### config.mk
export PLATFORM = sky130hd
export DESIGN_NAME = smrc_cell
export DESIGN_NICKNAME = d
export VERILOG_FILES = /design/src/rtl/core/smrc_pkg.sv /design/src/rtl/core/smrc_cell.sv
export SDC_FILE = /design/constraint.sdc
export NUM_CORES = 1
export LEC_CHECK = 0
export ABC_CLOCK_PERIOD_IN_PS = 4800
export BUFFER_PORTS_ARGS = -buffer_cell sky130_fd_sc_hd__buf_2
export CORE_MARGIN = 2
export CORE_UTILIZATION = 44
export DETAILED_ROUTE_END_ITERATION = 7
export HOLD_SLACK_MARGIN = 0.15
export PLACE_DENSITY = 0.91
export SKIP_LAST_GASP = 1
export SLEW_MARGIN = 10
export SYNTH_ARGS = -nofsm -noshare
export SYNTH_HDL_FRONTEND = slang
export SYNTH_SLANG_ARGS = --single-unit
### constraint.sdc
create_clock -name clk -period 4.8 [get_ports clk]
set_clock_uncertainty 0.1 [all_clocks]
set_input_delay 0.48 -clock clk [delete_from_list [all_inputs] [get_ports clk]]
set_output_delay 0.48 -clock clk [all_outputs]
set_load 0.03 [all_outputs]
### src/rtl/core/smrc_pkg.sv
// Shared types for the row-count matrix sorter.
// Used by smrc_cell and sort_matrix_by_row_count; depends on nothing.
package smrc_pkg;

	localparam int unsigned ROW_W = 64;
	localparam int unsigned IDX_W = 6;
	localparam int unsigned CNT_W = 7;

	typedef struct packed {
		logic             vld;
		logic [CNT_W-1:0] cnt;
		logic [IDX_W-1:0] idx;
	} entry_t;

endpackage

### src/rtl/core/smrc_cell.sv
// One cell of the insertion chain that keeps rows ordered by cross count.
// Depends on smrc_pkg for entry_t.
module smrc_cell (
	input  logic            clk,
	input  logic            arst_n,
	input  logic            clr,
	input  logic            ins,
	input  smrc_pkg::entry_t new_ent,
	input  smrc_pkg::entry_t prev_ent,
	input  logic            prev_lt,
	output smrc_pkg::entry_t ent,
	output logic            lt
);
	import smrc_pkg::*;

	entry_t ent_q;

	// Strict compare keeps equal counts in arrival order.
	assign lt  = !ent_q.vld || (ent_q.cnt < new_ent.cnt);
	assign ent = ent_q;

	always_ff @(posedge clk or negedge arst_n) begin
		if (!arst_n) begin
			ent_q.vld <= 1'b0;
		end else if (clr) begin
			ent_q.vld <= 1'b0;
		end else if (ins && lt) begin
			ent_q <= prev_lt ? prev_ent : new_ent;
		end
	end

endmodule

==> results of run 1 <==
metrics by stage:
stage,worst slack (ps),total power (uW),hold WS [ps],cells
3_5_place_dp,2387,196.1,163.0,124
4_1_cts,2570,267.7,247.2,129
2_1_floorplan,2343,174.3,84.41,63
6_report,2582,266.3,250.8,129
3_3_place_gp,2454,193.2,161.9,124
5_1_grt,2419,278.6,254.7,129
path summary, 6_finish.rpt:
kind | endpoint | from | depth (start not counted) | slack [ps]
setup / recovery | lt | ent[8] | 5 | 2580
hold / removal | ent[13] | clr | 2 | 250
setup reg to reg | ent[6] | ent[8] | 5 | 2610
hold reg to reg | ent[13] | ent[13] | 2 | 540
max in group asynchronous | ent[13] | arst_n | 2 | 4110
min in group asynchronous | ent[13] | arst_n | 2 | 400
repair_timing:
action | in CTS | in global routing
hold buffers | 1 | 0
hold endpoints to repair | 1 | 0
setup buffers | 0 | 0
layer usage:
metal  global-route usage [%]  part of all wire (%)  vias up
li1                         -                     -      329
met1                    21.99                    37      297
met2                    33.80                    54       28
met3                    2.381                   6.1        5
met4                    12.35                   2.3        0
met5                        0                     0        -
power breakdown:
group / total, uW / internal, uW / switching, uW
clock: 72.8 / 30.3 / 42.5
sequential: 141 / 139 / 2.12
combinational: 52.1 / 23.5 / 28.5
total: 266 / 193 / 73.2
logic make-up after synthesis:
group	count (synthesis)
buffers and inverters	9
and+or+nand+nor	13
AOI/OAI and AO/OA	13
muxes	8
DFF	14
adders and majority gates	6
cells in the mapped netlist, drive strengths merged:
master  number  area share, %
a21oi        4            3.2
a311oi       1            2.0
and4b        1            1.3
buf          2            1.3
dfrtp        1            3.3
edfxtp      13             52
ha           6            9.9
inv          7            3.5
mux2         7             10
mux2i        1            1.3
nand2        8            4.0
nand3        1           0.66
nor2         2            1.0
nor2b        1           0.83
o21ai        7            4.6
o22ai        1           0.83
layout make-up:
| class | instances | area share [%] |
|---|---|---|
| flip-flops and latches | 14 | 40.10 |
| multi-input cells | 40 | 29.23 |
| repair buffers | 48 | 23.67 |
| inverters | 7 | 2.536 |
| clock buffers | 3 | 2.174 |
| well taps | 16 | 1.932 |
| clock inverters | 1 | 0.3623 |
==> run metrics, run 1 <==
status complete, no violations; CP max stage delay 400 ps; post-synthesis adder-cell area fraction 9.950%; Antenna Cells 0; area delta synth->final 37.31%; Max Cap Viol 0; Initial Util 48.39%; CP Class flop to primary output; Final setup viols 0; CTS tree yes; Post-DRT Antenna Nets 0; Routed WL per cell 13.70 um; hpwl dp 1.384 mm; simple-gate share of the synthesized area 7.794%; worst min path class input port to flop; clock transition at the registers of the reported paths 90 ps; initial antenna violation count 0; cell row count 14; CTS Buf Count 3; Die Ht 45.41 um; die width 45.41 um; CP delay by family, top flip-flops; maximum clock insertion buffer count 2; routed vias 659; flops & latches, synth 14; crit path max-delay cell type edfxtp_1; CP Max Fanout 3; mux share of post-synthesis cell area 11.77%; final instance area 1036 um^2; worst skew pair latency 290 ps; H-tree depth 1; RSZ-0062 raised after global routing false; LEAKAGE 0.0004986 uW; nature of the critical path startpoint flop; Clock Sinks 14; max reg flops 14; Nets 153; pin count of the biggest net entering global routing 21; first-pass GRT wire length 2.691 mm; Final Core Density 66.45%; drt drc 0; Buffers on Ports 47; fmax 450.8 MHz; Netlist cell types 18; Max-Slew Margin vs Limit 59.36%; Gates resized, CTS repair 0; Peak VDD IR 0.1923 mV; main combinational cell family by area after synthesis multiplexers; Syn Area/Cell 11.98 um^2; Pre-antenna DRT Iters 4; First DRT Iteration DRCs 8; worst path arrival time 1640 ps; die area 2062 um^2; CP Cell Sequence ha_1 -> a21oi_1 -> o21ai_1 -> a21oi_2 -> buf_2; Post-DP Area 999.7 um^2; most common cell after layout, fill and taps aside buf_2; multi-input logic area 302.8 um^2; IO Pins 48; WP buf/inv 1; FILL cells 122; minimum clock period 2218 ps; Seq/Total Area, Yosys 55.06%; Mapped Nets 102; Yosys Warn Count 0; gr usage total 19.37%; setup_tns 0 ps; most frequent cells in the layout buf_2, edfxtp_1, nand2_1; complex-gate fraction of the synthesized area 10.61%; Slew Limit Fails 0; via/cell ratio 5.109; total gr overflow 0; clock root buffer clkbuf_4; Post-Synthesis Cell Area 754.5 um^2; final worst-path cycle share 46.22%; final WL 1.767 mm; Worst EP required 4220 ps; slew of the pin with the lowest slew margin 609.1 ps; Worst Setup End Kind primary output; Storage cell area 415.4 um^2; vias in the first global route 626; Fin. Hold Viols 0; Power Density 257.0 nW/um^2; RePlAce Congestion 0.6961; Post-Synth XOR/XNOR Area 0%; share of cells above drive strength 1 52.21%; core area 1559 um^2; Cells after Synth 63
No activity file was read; power rests on OpenSTA's default activity.
==> run 2: changes to the inputs <==
--- a/config.mk
+++ b/config.mk
@@ -5,13 +5,13 @@
 export SDC_FILE = /design/constraint.sdc
 export NUM_CORES = 1
 export LEC_CHECK = 0
-export ABC_CLOCK_PERIOD_IN_PS = 4800
+export ABC_CLOCK_PERIOD_IN_PS = 2300
 export BUFFER_PORTS_ARGS = -buffer_cell sky130_fd_sc_hd__buf_2
 export CORE_MARGIN = 2
-export CORE_UTILIZATION = 44
+export CORE_UTILIZATION = 41
 export DETAILED_ROUTE_END_ITERATION = 7
 export HOLD_SLACK_MARGIN = 0.15
-export PLACE_DENSITY = 0.91
+export PLACE_DENSITY = 0.86
 export SKIP_LAST_GASP = 1
 export SLEW_MARGIN = 10
 export SYNTH_ARGS = -nofsm -noshare
==> constraint.sdc (replaced) <==
create_clock -name clk -period 2.3 [get_ports clk]
set_clock_uncertainty 0.1 [all_clocks]
set_input_delay 0.23 -clock clk [delete_from_list [all_inputs] [get_ports clk]]
set_output_delay 0.23 -clock clk [all_outputs]
set_load 0.03 [all_outputs]
==> run 2 against run 1 <==
Against the previous run: sequential power rose by 110%; largest cell class unchanged; first-iteration DRC count grew 50%; clock-buffer cell count grew 1; critical endpoint is now ent[13]; non-clock buffer count up 11; critical path type is now flop to flop.
==> run metrics, run 2 (synthesis results as in run 1) <==
drt drc 0; crit path max-delay cell type dlygate4sd3_1; Post-DP Area 1020 um^2; vias in the first global route 635; CP Cell Sequence ha_1 -> nand3_1 -> o22ai_1 -> a21oi_4 -> a311oi_2 -> dlygate4sd3_1; Post-CTS Setup Bufs 0; status complete, no violations; core area 1727 um^2; power share of the clock group 29.1%; final instance area 1176 um^2; H-tree depth 1; cell row count 15; setup_tns 0 ps; Seq pwr share 49.7%; PnR Total Power 592.3 uW; Internal 450.0 uW; Fin. Hold Viols 0; IO Pins 48; CTS Buf Count 3; RSZ-0062 raised after global routing false; LEAKAGE 0.0005528 uW; routed vias 699; gr usage total 15.88%; clock root buffer clkbuf_4; Pre-antenna DRT Iters 4; Worst Setup End Kind flop; Peak VDD IR 0.4214 mV; Clock Sinks 14; die width 46.90 um; Place WS 273.9 ps; Routed WL per cell 11.61 um; clock transition at the registers of the reported paths 80 ps; CP Class flop to flop; worst path arrival time 2180 ps; Psw 142.3 uW; maximum clock insertion buffer count 2; pin count of the biggest net entering global routing 21; nature of the critical path startpoint flop; Worst EP required 2420 ps; total gr overflow 0; final WL 1.730 mm; worst min path class input port to flop; slew of the pin with the lowest slew margin 355.9 ps; most common cell after layout, fill and taps aside buf_2; area delta synth->final 55.89%; Comb pwr share 21.2%; CTS tree yes; Final setup viols 0; Slew Limit Fails 0; post-route setup slack 236.9 ps; Sw Ratio 24.03%; CP max stage delay 570 ps; Power Density 503.6 nW/um^2; share of cells above drive strength 1 49.19%; Die Ht 46.90 um; worst skew pair latency 270 ps; via/cell ratio 4.691; most frequent cells in the layout buf_2, edfxtp_1, dlygate4sd3_1; first-pass GRT wire length 2.449 mm; initial antenna violation count 0; Antenna Cells 0; minimum clock period 2063 ps; Final Core Density 68.12%; Initial Util 43.70%; max reg flops 14; Post-DRT Antenna Nets 0; Max Cap Viol 0; Nets 164; CP Max Fanout 3; CP delay by family, top buffers and inverters; die area 2199 um^2; Buffers on Ports 47; Max-Slew Margin vs Limit 76.27%; RePlAce Congestion 0.7322; FILL cells 137; fmax 484.7 MHz; WP buf/inv 1; final worst-path cycle share 89.70%; First DRT Iteration DRCs 12
-- run 2: worst register-to-register path, cell delays in order, from the launching register on --
cell	delay, ps
edfxtp_1	400
ha_1	310
nand3_1	90
o22ai_1	240
a21oi_4	70
a311oi_2	230
dlygate4sd3_1	570
-- run 2: path summary, 6_finish.rpt --
path | to | startpoint | cells after the start | slack [ps]
min reg2reg | ent[13] | ent[13] | 3 | 1080
max reg2reg | ent[13] | ent[12] | 6 | 240
min in group asynchronous | ent[13] | arst_n | 3 | 710
min | ent[7] | prev_ent[7] | 3 | 150
max in group asynchronous | ent[13] | arst_n | 3 | 1300
max | ent[13] | ent[12] | 6 | 240
-- run 2: metrics by stage --
step / cells / hold WS [ps]
3_3_place_gp: 133 / -87.03
5_1_grt: 149 / 150.2
6_report: 149 / 149.7
2_1_floorplan: 63 / -165.6
3_5_place_dp: 133 / -84.40
4_1_cts: 147 / 150.0
-- run 2: power groups by stage --
stage	Sequential, uW	Combinational (uW)	Clock (uW)
floorplan	318	47.8	0
global placement	300	106	0
detailed placement	300	109	0
CTS	295	124	176
global route	295	138	191
finish	294	125	172
-- run 2: layout make-up --
type | count | area [um^2] | share of cell area, %
Multi-Input combinational cell | 40 | 311.5 | 26.49
Timing Repair Buffer | 59 | 355.3 | 30.21
Inverter | 7 | 26.28 | 2.234
Tap cell | 25 | 31.28 | 2.660
Sequential cell | 14 | 415.4 | 35.32
Clock buffer | 4 | 36.28 | 3.085
-- run 2: layer usage --
metal  up-vias  share of wire (%)  global-route usage [%]
met5         -                  0                       0
met4         0                1.8                   5.000
met3         4                5.3                   4.615
met2        28                 53                   29.59
met1       318                 40                   17.16
li1        349                  -                       -
-- run 2: what timing repair did --
action / in CTS / in global routing
endpoints found under the hold margin: 8 / 2
gates resized for setup: 0 / 0
hold buffers: 10 / 2
==> run 3: changes to the inputs <==
--- a/config.mk
+++ b/config.mk
@@ -8,10 +8,10 @@
 export ABC_CLOCK_PERIOD_IN_PS = 2300
 export BUFFER_PORTS_ARGS = -buffer_cell sky130_fd_sc_hd__buf_2
 export CORE_MARGIN = 2
-export CORE_UTILIZATION = 41
+export CORE_UTILIZATION = 32
 export DETAILED_ROUTE_END_ITERATION = 7
 export HOLD_SLACK_MARGIN = 0.15
-export PLACE_DENSITY = 0.86
+export PLACE_DENSITY = 0.71
 export SKIP_LAST_GASP = 1
 export SLEW_MARGIN = 10
 export SYNTH_ARGS = -nofsm -noshare
==> run 3 against run 2 <==
Against the previous run: fmax is 0.18% lower; clock-buffer cell count shrank 1; worst setup slack got worse by 3.6 ps; first-iteration DRC count fell by 33%; critical path depth unchanged; routed wire length up 4.9%; sequential power is essentially flat; non-clock buffer count up 7; die area is 26% higher; sequential cell count unchanged; power is 3.5% lower.
==> run metrics, run 3 (synthesis results as in run 1) <==
Nets 171; Comb pwr share 24.2%; Sw Ratio 25.32%; Peak VDD IR 0.3272 mV; WP buf/inv 1; HP Start new_ent[3]; Post-CTS Setup Bufs 0; drt drc 0; H-tree depth 1; CP Class flop to flop; Max-Slew Margin vs Limit 76.06%; First DRT Iteration DRCs 8; most common cell after layout, fill and taps aside buf_2; core area 2212 um^2; cell row count 17; CP max stage delay 580 ps; setup_tns 0 ps; pin count of the biggest net entering global routing 21; Gates resized, CTS repair 0; gr usage total 14.81%; Fin. Hold Viols 0; routed vias 705; Antenna Cells 0; first-pass GRT wire length 2.939 mm; RePlAce Congestion 0.7389; endpoint of the worst hold path ent[3]; Pre-antenna DRT Iters 3; final worst-path cycle share 89.86%; hold depth 2; Initial Util 34.11%; Post-DRT Antenna Nets 0; worst min path class input port to flop; maximum clock insertion buffer count 2; Internal 426.7 uW; Final setup viols 0; worst path arrival time 2180 ps; Worst Setup End Kind flop; area delta synth->final 64.34%; max reg flops 14; CP Cell Sequence ha_1 -> nand3_1 -> o22ai_1 -> a21oi_4 -> a311oi_2 -> dlygate4sd3_1; Psw 144.7 uW; worst skew pair latency 280 ps; reg2reg start ent[12]; Slew Limit Fails 0; vias in the first global route 727; R2R Path End ent[13]; placed cells 136; initial antenna violation count 0; CTS Buf Count 3; Die Ht 52.56 um; hold_buf cts 19; reg2reg path depth 6; status complete, no violations; Worst EP required 2410 ps; minimum clock period 2067 ps; fmax 483.9 MHz; RSZ-0062 raised after global routing false; CP Max Fanout 3; share of cells above drive strength 1 45.80%; clock root buffer clkbuf_4; worst hold margin 157.5 ps; final WL 1.814 mm; IO Pins 48; total gr overflow 0; hpwl dp 1.264 mm; PnR Total Power 571.4 uW; die area 2762 um^2; most frequent cells in the layout buf_2, dlygate4sd3_1, edfxtp_1; Max Cap Viol 0; slew of the pin with the lowest slew margin 359.0 ps; Buffers on Ports 47; Power Density 460.8 nW/um^2; Routed WL per cell 11.41 um; via/cell ratio 4.434; Clock Sinks 14; Seq pwr share 51.6%; LEAKAGE 0.0005764 uW; crit path max-delay cell type dlygate4sd3_1; Layout Cells excl Fill 159; CP delay by family, top buffers and inverters; die width 52.56 um; nature of the critical path startpoint flop; CTS tree yes; clock transition at the registers of the reported paths 80 ps; setup slack, reg-to-reg 230 ps; power share of the clock group 24.3%
[run 3: changes by cell type in the layout (fill, tap and decap cells not counted), sizes merged]
| cell | change |
|---|---|
| dlygate4sd3 | +7 |
| clkinv | +1 |
| clkbuf | -1 |
[run 3: power groups by stage]
stage	registers, uW	clock network, uW	logic [uW]
final	295	139	138
after global routing	296	156	152
after CTS	295	146	138
after detailed placement	301	0	110
after global placement	300	0	107
after floorplan	318	0	47.8
[run 3: metrics by stage]
step           setup WS (ps)  util, %  area (um^2)
5_1_grt                124.1    56.05         1240
4_1_cts                250.5    56.05         1240
2_1_floorplan          69.43        -        763.2
6_report               233.3    56.05         1240
3_5_place_dp           269.1    46.27         1023
3_3_place_gp           291.8    46.27         1023
[run 3: how the worst max path moves through the flow]
stage	startpoint	end	slack (ps)	cells after the start
floorplan	ent[12]	ent[0]	70	5
global placement	ent[10]	ent[0]	290	5
detailed placement	ent[10]	ent[4]	270	5
CTS	ent[12]	ent[13]	250	6
global route	ent[12]	ent[13]	120	6
finish	ent[12]	ent[13]	230	6
[run 3: cell type report]
class	count	area, um^2
Multi-Input combinational cell	40	311.5
Sequential cell	14	415.4
Inverter	7	26.28
Tap cell	28	35.03
Fill cell	214	972.2
Clock inverter	1	3.754
Timing Repair Buffer	66	425.4
Clock buffer	3	22.52
[run 3: metal layers]
layer	vias up	wire length, um	global-route usage (%)
met2	34	866	26.04
met3	4	149	2.571
met1	301	764	16.97
li1	366	-	-
met5	-	0	0
met4	0	34	7.692
